### src/hw/rtl/csds_pkg.sv
`default_nettype none

package csds_pkg;

  localparam int TARGET_W  = 32;
  localparam int CRYSTAL_W = 27;
  localparam int HS_W      = 4;
  localparam int N1_W      = 8;
  localparam int MULT_W    = 38;
  localparam int IMAGE_W   = 48;
  localparam int FDCO_W    = 33;
  localparam int FRAC_BITS = 28;
  localparam int NUM_W     = FDCO_W + FRAC_BITS;
  localparam int HS_IDX_W  = 3;

  localparam logic [FDCO_W-1:0]    FDCO_LOW      = 33'd4850000000;
  localparam logic [FDCO_W-1:0]    FDCO_HIGH     = 33'd5670000000;
  localparam logic [CRYSTAL_W-1:0] CRYSTAL_RESET = 27'd114285000;
  localparam logic [HS_IDX_W-1:0]  HS_LAST       = 3'd5;
  localparam logic [HS_W-1:0]      HS_BASE       = 4'd4;

  typedef struct packed {
    logic busy;
    logic done;
  } div_stat_t;

  // High-speed dividers in search order.
  function automatic logic [HS_W-1:0] hs_lookup(input logic [HS_IDX_W-1:0] idx);
    logic [HS_W-1:0] hs;
    unique case (idx)
      3'd0:    hs = 4'd11;
      3'd1:    hs = 4'd9;
      3'd2:    hs = 4'd7;
      3'd3:    hs = 4'd6;
      3'd4:    hs = 4'd5;
      default: hs = 4'd4;
    endcase
    return hs;
  endfunction

endpackage

`default_nettype wire

### src/hw/rtl/csds_in_if.sv
`default_nettype none

interface csds_in_if;
  logic                           valid;
  logic                           ready;
  logic [csds_pkg::TARGET_W-1:0]  target_hz;

  modport source (output valid, output target_hz, input ready);
  modport sink   (input valid, input target_hz, output ready);
endinterface

`default_nettype wire

### src/hw/rtl/csds_out_if.sv
`default_nettype none

interface csds_out_if;
  logic                          valid;
  logic                          ready;
  logic                          error;
  logic [csds_pkg::HS_W-1:0]     high_speed_div;
  logic [csds_pkg::N1_W-1:0]     output_div;
  logic [csds_pkg::MULT_W-1:0]   multiplier;
  logic [csds_pkg::IMAGE_W-1:0]  register_image;

  modport source (output valid, output error, output high_speed_div, output output_div,
                  output multiplier, output register_image, input ready);
  modport sink   (input valid, input error, input high_speed_div, input output_div,
                  input multiplier, input register_image, output ready);
endinterface

`default_nettype wire

### src/hw/rtl/csds_div.sv
`default_nettype none

module csds_div (
  input  logic                           clk_i,
  input  logic                           rst_ni,
  input  logic                           start_i,
  input  logic [csds_pkg::FDCO_W-1:0]    fdco_i,
  input  logic [csds_pkg::CRYSTAL_W-1:0] crystal_i,
  output csds_pkg::div_stat_t            stat_o,
  output logic [csds_pkg::MULT_W-1:0]    quot_o
);
  import csds_pkg::*;

  localparam int CntW = $clog2(NUM_W);
  localparam logic [CntW-1:0] CntLast = CntW'(NUM_W - 1);

  logic                 busy_q;
  logic                 done_q;
  logic [CntW-1:0]      cnt_q;
  logic [NUM_W-1:0]     work_q;
  logic [CRYSTAL_W-1:0] rem_q;

  logic [CRYSTAL_W:0]   trial;
  logic [CRYSTAL_W:0]   divisor;
  logic [CRYSTAL_W:0]   diff;
  logic                 ge;
  logic                 overflow;

  // Restoring division, one quotient bit per cycle. The numerator shifts out
  // of the top of work_q while quotient bits shift in at the bottom.
  assign trial   = {rem_q, work_q[NUM_W-1]};
  assign divisor = {1'b0, crystal_i};
  assign ge      = (trial >= divisor);
  assign diff    = trial - divisor;

  always_ff @(posedge clk_i or negedge rst_ni) begin
    if (!rst_ni) begin
      busy_q <= 1'b0;
      done_q <= 1'b0;
      cnt_q  <= '0;
      work_q <= '0;
      rem_q  <= '0;
    end else begin
      done_q <= 1'b0;
      if (start_i) begin
        busy_q <= 1'b1;
        cnt_q  <= CntLast;
        work_q <= {fdco_i, {FRAC_BITS{1'b0}}};
        rem_q  <= '0;
      end else if (busy_q) begin
        work_q <= {work_q[NUM_W-2:0], ge};
        rem_q  <= ge ? diff[CRYSTAL_W-1:0] : trial[CRYSTAL_W-1:0];
        if (cnt_q == '0) begin
          busy_q <= 1'b0;
          done_q <= 1'b1;
        end else begin
          cnt_q <= cnt_q - 1'b1;
        end
      end
    end
  end

  // A zero crystal or a quotient that does not fit saturates to all ones.
  assign overflow = (crystal_i == '0) || (|work_q[NUM_W-1:MULT_W]);
  assign quot_o   = overflow ? '1 : work_q[MULT_W-1:0];
  assign stat_o   = '{busy: busy_q, done: done_q};

endmodule

`default_nettype wire

### src/hw/rtl/clock_synth_divider_search.sv
// Channel   Dir  Handshake            Payload
// target_i  in   valid/ready          target_hz[31:0]
// result_o  out  valid/ready          error, high_speed_div[3:0], output_div[7:0],
//                                     multiplier[37:0], register_image[47:0]
// cfg       in   cfg_we_i (no ready)  cfg_wdata_i[26:0] = crystal_hz
//
// One item at a time. For each high-speed divider ST_LOAD forms f*hs, and then
// ST_SCAN tries one N1 candidate per cycle until the DCO exceeds its upper
// limit or N1 runs past N1_LIMIT. The RFREQ divider then forms the quotient,
// one bit per cycle.
// Reset sets the crystal to 114285000 Hz; there is no clearing pass.
// A waiting result does not block the next transaction on target_i; a second
// result waits in ST_RESULT and holds target_i off until the first is taken.
`default_nettype none

module clock_synth_divider_search #(
  parameter int unsigned N1_LIMIT = 128
) (
  input  logic                           clk_i,
  input  logic                           rst_ni,
  input  logic                           cfg_we_i,
  input  logic [csds_pkg::CRYSTAL_W-1:0] cfg_wdata_i,
  csds_in_if.sink                        target_i,
  csds_out_if.source                     result_o
);
  import csds_pkg::*;

  localparam int AccW = TARGET_W + HS_W + $clog2(N1_LIMIT + 2);
  localparam logic [N1_W:0] N1Max = (N1_W + 1)'(N1_LIMIT);

  typedef enum logic [2:0] {
    ST_IDLE,
    ST_LOAD,
    ST_SCAN,
    ST_DIV_START,
    ST_DIV_WAIT,
    ST_RESULT
  } state_e;

  state_e               state_q;
  logic [CRYSTAL_W-1:0] crystal_q;
  logic [TARGET_W-1:0]  f_q;
  logic [HS_IDX_W-1:0]  hs_idx_q;
  logic [AccW-1:0]      fhs_q;
  logic [AccW-1:0]      acc_q;
  logic [N1_W-1:0]      n1_q;
  logic                 found_q;
  logic [FDCO_W-1:0]    best_q;
  logic [HS_W-1:0]      best_hs_q;
  logic [N1_W-1:0]      best_n1_q;

  logic                 rsp_valid_q;
  logic                 rsp_error_q;
  logic [HS_W-1:0]      rsp_hs_q;
  logic [N1_W-1:0]      rsp_n1_q;
  logic [MULT_W-1:0]    rsp_mult_q;
  logic [IMAGE_W-1:0]   rsp_image_q;

  logic [HS_W-1:0]          hs_cur;
  logic [TARGET_W+HS_W-1:0] fhs_prod;
  logic                     acc_high;
  logic                     cand_ok;
  logic                     better;
  logic [N1_W:0]            n1_next;
  logic [AccW-1:0]          acc_step;
  logic                     hs_end;
  logic                     div_start;
  div_stat_t                div_stat;
  logic [MULT_W-1:0]        quot;
  logic                     out_free;
  logic                     rsp_load;
  logic [N1_W-1:0]          n1m;
  logic [HS_W-1:0]          hs_code;
  logic [IMAGE_W-1:0]       image;

  assign hs_cur   = hs_lookup(hs_idx_q);
  assign fhs_prod = f_q * hs_cur;

  // Candidates below the DCO range are simply skipped, so the scan may start
  // at N1 = 1 for every divider without changing the chosen pair. N1 = 1 is
  // only a candidate when f*hs lies above the lower limit, so for N1 = 1 a DCO
  // exactly on that limit does not count.
  assign acc_high = (acc_q > AccW'(FDCO_HIGH));
  assign cand_ok  = ((n1_q == N1_W'(1)) ? (acc_q > AccW'(FDCO_LOW))
                                        : (acc_q >= AccW'(FDCO_LOW))) && !acc_high;
  assign better   = cand_ok && (!found_q || (acc_q[FDCO_W-1:0] < best_q));
  assign n1_next  = (n1_q == N1_W'(1)) ? (N1_W + 1)'(2) : ({1'b0, n1_q} + (N1_W + 1)'(2));
  assign acc_step = acc_q + ((n1_q == N1_W'(1)) ? fhs_q : {fhs_q[AccW-2:0], 1'b0});
  assign hs_end   = acc_high || (n1_next > N1Max);

  assign div_start = (state_q == ST_DIV_START) && found_q && !div_stat.busy;
  assign out_free  = !rsp_valid_q || result_o.ready;
  assign rsp_load  = (state_q == ST_RESULT) && out_free;

  csds_div u_div (
    .clk_i     (clk_i),
    .rst_ni    (rst_ni),
    .start_i   (div_start),
    .fdco_i    (best_q),
    .crystal_i (crystal_q),
    .stat_o    (div_stat),
    .quot_o    (quot)
  );

  assign n1m     = best_n1_q - N1_W'(1);
  assign hs_code = best_hs_q - HS_BASE;
  assign image   = {hs_code[2:0], n1m[6:2], n1m[1:0], quot[MULT_W-1:32], quot[31:0]};

  always_ff @(posedge clk_i or negedge rst_ni) begin
    if (!rst_ni) begin
      state_q     <= ST_IDLE;
      crystal_q   <= CRYSTAL_RESET;
      f_q         <= '0;
      hs_idx_q    <= '0;
      fhs_q       <= '0;
      acc_q       <= '0;
      n1_q        <= '0;
      found_q     <= 1'b0;
      best_q      <= '0;
      best_hs_q   <= '0;
      best_n1_q   <= '0;
      rsp_valid_q <= 1'b0;
      rsp_error_q <= 1'b0;
      rsp_hs_q    <= '0;
      rsp_n1_q    <= '0;
      rsp_mult_q  <= '0;
      rsp_image_q <= '0;
    end else begin
      if (cfg_we_i) begin
        crystal_q <= cfg_wdata_i;
      end
      if (rsp_load) begin
        rsp_valid_q <= 1'b1;
      end else if (rsp_valid_q && result_o.ready) begin
        rsp_valid_q <= 1'b0;
      end

      unique case (state_q)
        ST_IDLE: begin
          if (target_i.valid) begin
            f_q      <= target_i.target_hz;
            hs_idx_q <= '0;
            found_q  <= 1'b0;
            state_q  <= ST_LOAD;
          end
        end
        ST_LOAD: begin
          fhs_q   <= AccW'(fhs_prod);
          acc_q   <= AccW'(fhs_prod);
          n1_q    <= N1_W'(1);
          state_q <= ST_SCAN;
        end
        ST_SCAN: begin
          if (better) begin
            found_q   <= 1'b1;
            best_q    <= acc_q[FDCO_W-1:0];
            best_hs_q <= hs_cur;
            best_n1_q <= n1_q;
          end
          if (hs_end) begin
            if (hs_idx_q == HS_LAST) begin
              state_q <= ST_DIV_START;
            end else begin
              hs_idx_q <= hs_idx_q + 1'b1;
              state_q  <= ST_LOAD;
            end
          end else begin
            n1_q  <= n1_next[N1_W-1:0];
            acc_q <= acc_step;
          end
        end
        ST_DIV_START: begin
          if (!found_q) begin
            state_q <= ST_RESULT;
          end else if (!div_stat.busy) begin
            state_q <= ST_DIV_WAIT;
          end
        end
        ST_DIV_WAIT: begin
          if (div_stat.done) begin
            state_q <= ST_RESULT;
          end
        end
        ST_RESULT: begin
          if (out_free) begin
            if (found_q) begin
              rsp_error_q <= 1'b0;
              rsp_hs_q    <= best_hs_q;
              rsp_n1_q    <= best_n1_q;
              rsp_mult_q  <= quot;
              rsp_image_q <= image;
            end else begin
              rsp_error_q <= 1'b1;
              rsp_hs_q    <= '0;
              rsp_n1_q    <= '0;
              rsp_mult_q  <= '0;
              rsp_image_q <= '0;
            end
            state_q <= ST_IDLE;
          end
        end
        default: state_q <= ST_IDLE;
      endcase
    end
  end

  assign target_i.ready          = (state_q == ST_IDLE);
  assign result_o.valid          = rsp_valid_q;
  assign result_o.error          = rsp_error_q;
  assign result_o.high_speed_div = rsp_hs_q;
  assign result_o.output_div     = rsp_n1_q;
  assign result_o.multiplier     = rsp_mult_q;
  assign result_o.register_image = rsp_image_q;

endmodule

`default_nettype wire

### src/flat_wrapper.sv
// flat-port wrapper written by rule: the top's interface ports become plain ports
module clock_synth_divider_search_flat import csds_pkg::*;
#(
  parameter int unsigned N1_LIMIT = 128
)
  (clk_i, rst_ni, cfg_we_i, cfg_wdata_i, target_i_valid, target_i_target_hz, target_i_ready, result_o_valid, result_o_error, result_o_high_speed_div, result_o_output_div, result_o_multiplier, result_o_register_image, result_o_ready);
  csds_in_if target_i_i ();
  csds_out_if result_o_i ();
  input  logic clk_i;
  input  logic rst_ni;
  input  logic cfg_we_i;
  input  logic [csds_pkg::CRYSTAL_W-1:0] cfg_wdata_i;
  input wire logic [$bits(target_i_i.valid)-1:0] target_i_valid;
  input wire logic [$bits(target_i_i.target_hz)-1:0] target_i_target_hz;
  output wire logic [$bits(target_i_i.ready)-1:0] target_i_ready;
  output wire logic [$bits(result_o_i.valid)-1:0] result_o_valid;
  output wire logic [$bits(result_o_i.error)-1:0] result_o_error;
  output wire logic [$bits(result_o_i.high_speed_div)-1:0] result_o_high_speed_div;
  output wire logic [$bits(result_o_i.output_div)-1:0] result_o_output_div;
  output wire logic [$bits(result_o_i.multiplier)-1:0] result_o_multiplier;
  output wire logic [$bits(result_o_i.register_image)-1:0] result_o_register_image;
  input wire logic [$bits(result_o_i.ready)-1:0] result_o_ready;
  assign target_i_i.valid = target_i_valid;
  assign target_i_i.target_hz = target_i_target_hz;
  assign target_i_ready = target_i_i.ready;
  assign result_o_valid = result_o_i.valid;
  assign result_o_error = result_o_i.error;
  assign result_o_high_speed_div = result_o_i.high_speed_div;
  assign result_o_output_div = result_o_i.output_div;
  assign result_o_multiplier = result_o_i.multiplier;
  assign result_o_register_image = result_o_i.register_image;
  assign result_o_i.ready = result_o_ready;
  clock_synth_divider_search #(.N1_LIMIT(N1_LIMIT)) u_core (.clk_i(clk_i), .rst_ni(rst_ni), .cfg_we_i(cfg_we_i), .cfg_wdata_i(cfg_wdata_i), .target_i(target_i_i), .result_o(result_o_i));
endmodule
### config.mk
export PLATFORM = sky130hd
export DESIGN_NAME = clock_synth_divider_search_flat
export DESIGN_NICKNAME = d
export VERILOG_FILES = /design/src/hw/rtl/csds_pkg.sv /design/src/hw/rtl/csds_in_if.sv /design/src/hw/rtl/csds_out_if.sv /design/src/hw/rtl/csds_div.sv /design/src/hw/rtl/clock_synth_divider_search.sv /design/src/flat_wrapper.sv
export SDC_FILE = /design/constraint.sdc
export NUM_CORES = 1
export LEC_CHECK = 0
export BUFFER_PORTS_ARGS = -buffer_cell sky130_fd_sc_hd__buf_2
export CORE_ASPECT_RATIO = 1.75
export CORE_MARGIN = 10
export CORE_UTILIZATION = 55
export DETAILED_ROUTE_END_ITERATION = 8
export PLACE_DENSITY_LB_ADDON = 0.05
export SLEW_MARGIN = 30
export SYNTH_ARGS = -nofsm -noshare
export SYNTH_HDL_FRONTEND = slang
export SYNTH_SLANG_ARGS = --single-unit
### constraint.sdc
create_clock -name clk_i -period 7.3 [get_ports clk_i]
set_clock_uncertainty 0.15 [all_clocks]
set_input_delay 0.365 -clock clk_i [delete_from_list [all_inputs] [get_ports clk_i]]
set_output_delay 0.365 -clock clk_i [all_outputs]
set_load 0.01 [all_outputs]
==> metrics.yaml, run 1 <==
synthesis:
  netlist_instances: 2753
  synth-main-ff-cell: "dfrtp_1"
  synth_commonest_cells: "nand2_1 (398), dfrtp_1 (339), o21ai_0 (319)"
  yosysSeqAreaShare_pct: 36.6
  yosysWarningCount: 0
  synth_top_cell_area_share_pct: 34.9
  synth_edf_count: 0
  netlist_area_sq_um: 24300
  syn-num-nets: 3022
  async_reset_ff_share_pct: 100
  ys_ff_latch: 355
  avgSynthCellArea_sq_um: 8.83
  synth_top_area_cell: "dfrtp_1"
  synth.distinct_cells: 84
  yosysMostFrequentCell: "nand2_1"
  synth_area_leaders: "dfrtp_1 (35%), ha_1 (7.4%), o21ai_0 (6.6%)"
placed_design:
  io_buffers: 164
  gp_congestion: 0.934
  place.detailed.hpwl_um: 48000
worst_setup_path:
  crit_top_cell: "inv_1"
  crit_start: "u_core.hs_idx_q[1]"
  crit_end: "u_core.acc_q[34]"
  r2r_start: "u_core.hs_idx_q[1]"
  r2r_cells: 21
  worstSetupEndpointType: "flop"
  r2r_slack_ns: 1.35
  cp_slowest_cell: "fa_1"
  arrival_ns: 6.27
  rr_endpoint: "u_core.acc_q[34]"
  crit_chain: "inv_1 -> ha_1 -> or3_1 -> a21oi_1 -> nor2_2 -> buf_4 -> and2_1 -> fa_1 -> inv_1 -> fa_1 -> inv_1 -> ha_1 -> a21oi_1 -> o211ai_1 -> a211oi_1 -> o21ai_1 -> a311oi_2 -> o31ai_2 -> a311oi_2 -> xor2_1 -> a211oi_1"
  worst-endpoint-required_ns: 7.62
  start_kind: "flop"
  max_stage_delay_ns: 0.53
  crit_type: "reg -> reg"
  critPathMaxFanout: 23
final_layout:
  finalNetCount: 3126
  diodes: 0
  fillers: 3874
  drive_above_1_share_pct: 14.3
  syn2layout_area_growth_pct: 11.7
die:
  start_util_pct: 55.7
  die_y_um: 298
  core_sq_um: 43600
  fp-row-count: 101
  fp.dieW_um: 179
  dieArea_sq_um: 53300
  io_pins: 165
clock_network:
  cts_htree_levels: 2
  cts_buffer_depth: 3
  cts_sinks: 355
  cts_root_buf: "clkbuf_16"
  cts_tree: "done"
  numCtsBuffers: 38
  clkLatencyLatePin_ns: 0.57
  clk_pin_slew_ns: 0.06
timing:
  max_slew.worst_pin.slew_ns: 0.864
  timing.final.crit_period_ns: 5.95
  drv_slew: 0
  hold_viol_final: 0
  relSlewSlack_pct: 42.4
  tns_ns: 0
  finalSetupViolations: 0
  fmax_mhz: 168
  rsz0062_at_grt: "false"
  period_share_pct: 81.6
global_routing:
  overflow: 0
  antenna_found_initial: 0
  track_usage_pct: 24.1
  grt_max_degree: 165
  grt_pass1_vias: 20600
  grt_first_pass_wirelength_um: 105000
job:
  cap_viol_max_count: 0
routing:
  drtAntennaViolNets: 0
  avgViaCountPerCell: 5.73
  drt_iter0_markers: 1031
  drc: 0
  vias: 19800
  wl_per_cell_um: 18.7
  first_pass_iters: 5
  wl_um: 64600
min_path:
  worstHoldPathType: "in -> reg"
outcome:
  status: "complete, no violations"
-- placed cells by master, fill, tap and decap left out, types with 19 or more instances in the layout --
master           n
o211ai_1        23
mux2_2          78
a31oi_1         29
a21oi_1        166
dfrtp_1        337
buf_4           19
clkbuf_16       38
nor4_1          20
nor2b_1         43
inv_1          195
nand2b_1        24
buf_2          163
ha_1           143
nor3_1          28
nand2_1        398
mux2_4          35
o21ai_0        319
xnor2_1         48
and2_1          86
nand3_1         58
nor2_1         138
and3_1          19
xor2_1          33
dlygate4sd3_1   60
fa_1            62
a21o_1          62
-- state kept, by name, summed over array words and instances, names as in the netlist --
name and count:
u_core.crystal_q 27, u_core.best_hs_q 4, u_core.f_q 32, u_core.result_o.high_speed_div 2, u_core.hs_idx_q 3, u_core.fhs_q 36
u_core.found_q 1, u_core.acc_q 44, u_core.best_n1_q 8, u_core.result_o.output_div 8, u_core.state_q 3, u_core.result_o.valid 1
u_core.u_div.rem_q 27, u_core.result_o.error 1, u_core.u_div.work_q 61, u_core.u_div.busy_q 1, u_core.u_div.cnt_q 6, u_core.n1_q 8
u_core.result_o.register_image 48, u_core.best_q 33, u_core.u_div.done_q 1
-- how the worst min path moves through the flow --
stage                   start                     to  cells past startpoint  slack (ns)
2_1_floorplan          rst_ni        u_core.acc_q[0]                      0       -0.08
3_3_place_gp           rst_ni    u_core.crystal_q[9]                      1        0.25
3_5_place_dp           rst_ni    u_core.crystal_q[9]                      1        0.26
4_1_cts        result_o_ready  u_core.result_o.valid                      3        0.02
5_1_grt        result_o_ready  u_core.result_o.valid                      3        0.08
6_report       result_o_ready  u_core.result_o.valid                      3        0.04
-- through the flow --
step	setup slack, ns	std cells	hold slack [ns]	cell area [sq um]	utilization (%)
2_1_floorplan	2.12	2753	-0.0806	24300	-
3_3_place_gp	1.48	3320	0.254	25100	57.7
3_5_place_dp	1.35	3320	0.261	25200	57.7
4_1_cts	1.33	3449	0.0243	27100	62.1
5_1_grt	0.884	3452	0.0826	27100	62.2
6_report	1.35	3452	0.0402	27100	62.2
-- layer usage --
metal	part of all wire [%]	vias up	track usage [%]
li1	-	9627	-
met1	37	9574	25.0
met2	55	421	46.2
met3	3.6	148	2.77
met4	4.5	0	11.2
met5	0	-	0
-- final cells by class --
type	count	area, sq um	share of cell area [%]
clock buffer	58	1130	4.15
clock inverter	11	184	0.678
inverter	195	732	2.70
multi-input combinational	2020	13800	50.9
sequential	355	8910	32.8
tap	566	708	2.61
timing repair buffer	247	1670	6.15
-- repair_timing --
item / 4_1_cts / 5_1_grt
gates resized for setup: 0 / 0
hold endpoints to repair: 129 / 0
setup buffers: 0 / 0
hold buffers: 60 / 0
-- critical path, delay by kind of cell, from the launching register on --
family                   cells  cell delay [ns]
XOR/XNOR                     1             0.11
buffers and inverters        4             0.46
AND/OR/NAND/NOR              3             0.68
flip-flops                   1             0.49
adder cells (fa/ha/maj)      4             1.61
AO/OA/AOI/OAI                9             2.36
-- kinds of logic (layout without fill, tap and decap cells) --
logic type | count (synthesis) | in the layout | synth area share, %
xor+xnor | 81 | 81 | 2.92
flops | 355 | 355 | 36.6
fa+ha+maj | 205 | 205 | 12.5
compound gates | 727 | 727 | 17.9
buf+inv | 378 | 511 | 6.83
simple gates | 881 | 881 | 16.9
mux | 126 | 126 | 6.31
Power of run 1 is not shown: default switching activity piles up to over one toggle a cycle in this logic, so the estimate is an artifact.
==> run 2, diff against run 1 <==
- clock period: 7.3 -> 4.95 ns (I/O delays scaled with it)
==> metrics.yaml, run 2 (synthesized netlist as in run 1, its figures left out) <==
routing:
  drtAntennaViolNets: 0  # unchanged
  drt_iter0_markers: 1002  # was 1,031
  avgViaCountPerCell: 5.67  # was 5.73
  wl_per_cell_um: 18.9  # was 18.7 um
  first_pass_iters: 5  # unchanged
  wl_um: 68600  # was 64,600 um
  vias: 20600  # was 19,800
  drc: 0  # unchanged
worst_setup_path:
  arrival_ns: 5.50  # was 6.27 ns
  rr_endpoint: "u_core.acc_q[34]"  # unchanged
  r2r_cells: 21  # unchanged
  crit_end: "u_core.acc_q[34]"  # unchanged
  crit_start: "u_core.hs_idx_q[0]"  # was u_core.hs_idx_q[1]
  critPathMaxFanout: 7  # was 23
  r2r_start: "u_core.hs_idx_q[0]"  # was u_core.hs_idx_q[1]
  worst-endpoint-required_ns: 5.27  # was 7.62 ns
  r2r_slack_ns: -0.23  # was 1.35 ns
  crit_type: "reg -> reg"  # unchanged
  start_kind: "flop"  # unchanged
  worstSetupEndpointType: "flop"  # unchanged
final_layout:
  top_register: "u_core.u_div.work_q"  # unchanged
  largest_register_ffs: 61  # unchanged
  drive_above_1_share_pct: 23.2  # was 14.3%
  multiInputGateArea_sq_um: 14600  # was 13,800 sq um
  seqCellArea_sq_um: 8910  # about the same
  syn2layout_area_growth_pct: 20.6  # was 11.7%
  final_cells: 3628  # was 3,452
  layout_common_cells: "nand2_1 (394), dfrtp_1 (335), o21ai_0 (295), inv_1 (184), buf_4 (183)"  # was nand2_1 (398), dfrtp_1 (337), o21ai_0 (319), inv_1 (195), a21oi_1 (166)
  finalNetCount: 3304  # was 3,126
  postLayoutCellArea_sq_um: 29300  # was 27,100 sq um
  finish.utilization_pct: 67.2  # was 62.2%
  final_common_cell: "nand2_1"  # unchanged
  fillers: 3518  # was 3,874
timing:
  timing.final.crit_period_ns: 5.18  # was 5.95 ns
  rsz0062_at_grt: "true"  # was false
  drv_slew: 0  # unchanged
  hold_viol_final: 0  # unchanged
  relSlewSlack_pct: 40.2  # was 42.4%
  fin_ws_ns: -0.230  # was 1.35 ns
  max_slew.worst_pin.slew_ns: 0.897  # was 0.864 ns
  fmax_mhz: 193  # was 168 MHz
  period_share_pct: 105  # was 81.6%
  finalSetupViolations: 14  # was 0
outcome:
  status: "finished with violations"  # was complete, no violations
  violations: "negative setup slack"
placed_design:
  place_area_sq_um: 26400  # was 25,200 sq um
  place.detailed.hpwl_um: 50800  # was 48,000 um
  gp_congestion: 0.922  # was 0.934
  io_buffers: 164  # unchanged
  dp_cells: 3478  # was 3,320
global_routing:
  track_usage_pct: 25.5  # was 24.1%
  grt_max_degree: 115  # was 165
  grt_pass1_vias: 21800  # was 20,600
  antenna_found_initial: 1  # was 0
  overflow: 0  # unchanged
  grt_first_pass_wirelength_um: 111000  # was 105,000 um
clock_network:
  cts_buffer_depth: 3  # unchanged
  clkLatencyLatePin_ns: 0.56  # was 0.57 ns
  cts_htree_levels: 2  # unchanged
  cts_root_buf: "clkbuf_16"  # unchanged
  cts_tree: "done"  # unchanged
  numCtsBuffers: 38  # unchanged
  clk_pin_slew_ns: 0.06  # about the same
  cts_sinks: 355  # unchanged
die:
  fp-row-count: 101  # unchanged
  io_pins: 165  # unchanged
  start_util_pct: 55.7  # unchanged
  die_y_um: 298  # unchanged
  dieArea_sq_um: 53300  # unchanged
  fp.dieW_um: 179  # unchanged
  core_sq_um: 43600  # unchanged
min_path:
  worstHoldStart: "target_i_valid"  # was result_o_ready
  worstHoldPathType: "in -> reg"  # unchanged
job:
  cap_viol_max_count: 0  # unchanged
## run 2: cell types whose count changed in the layout (fill, tap and decap cells not counted), moves of 11 or more
cell / change
buf_4: +164
inv_2: +11
o21ai_1: +17
a21oi_2: +15
a21oi_1: -20
ha_4: +12
o21ai_0: -24
inv_1: -11
ha_1: -17
## run 2: area by class of cell
class / instances / share of cell area, %
multi-input combinational: 2020 / 49.8
sequential: 355 / 30.4
timing repair buffer: 425 / 10.5
clock buffer: 52 / 3.66
inverter: 195 / 2.50
tap: 566 / 2.42
clock inverter: 14 / 0.679
antenna: 1 / 0.00854
## run 2: worst min path at each step
stage | end | slack, ns | cells past startpoint
after detailed placement | u_core.crystal_q[10] | 0.17 | 1
after CTS | u_core.state_q[0] | 0.04 | 5
final | u_core.state_q[0] | 0.06 | 5
after floorplan | u_core.acc_q[0] | -0.20 | 0
after global placement | u_core.crystal_q[10] | 0.16 | 1
after global routing | u_core.state_q[0] | 0.09 | 5
## run 2: repair_timing
action | CTS | global route
pin swaps | 53 | 49
endpoints found under the setup margin | 41 | 43
resized for setup | 96 | 88
hold endpoints to repair | 153 | 0
hold buffers | 61 | 0
buffers inserted | 13 | 9
## run 2: layer usage
| layer | vias to the layer above | global-route usage (%) | share of wire [%] |
|---|---|---|---|
| met5 | - | 0 | 0 |
| met4 | 0 | 14.1 | 5.8 |
| met3 | 180 | 2.71 | 3.5 |
| met2 | 453 | 48.4 | 55 |
| met1 | 9938 | 26.2 | 36 |
| li1 | 9990 | - | - |
## run 2: critical path, stage by stage (launching register included)
cell and delay (ns):
dfrtp_2 0.44, inv_2 0.10, buf_4 0.13, ha_2 0.21, a21oi_4 0.04, nor2_4 0.30
buf_6 0.20, nand2_2 0.07, fa_1 0.49, inv_2 0.04, fa_1 0.49, fa_2 0.39
a211oi_4 0.25, o21ai_2 0.12, a211oi_4 0.25, o21ai_1 0.09, buf_4 0.18, a311oi_4 0.40
o31ai_4 0.13, a311oi_2 0.24, xor2_1 0.12, a211oi_1 0.24
## run 2: per-stage QoR
step,hold WS [ns],TNS (ns),setup slack [ns]
floorplan,-0.198,-0.0536,-0.0492
detailed placement,0.174,-8.54,-0.450
CTS,0.0389,-0.578,-0.155
global placement,0.162,-4.73,-0.340
global route,0.0909,-4.13,-0.360
finish,0.0554,-1.18,-0.230
Power of run 2 is left out for the same reason.
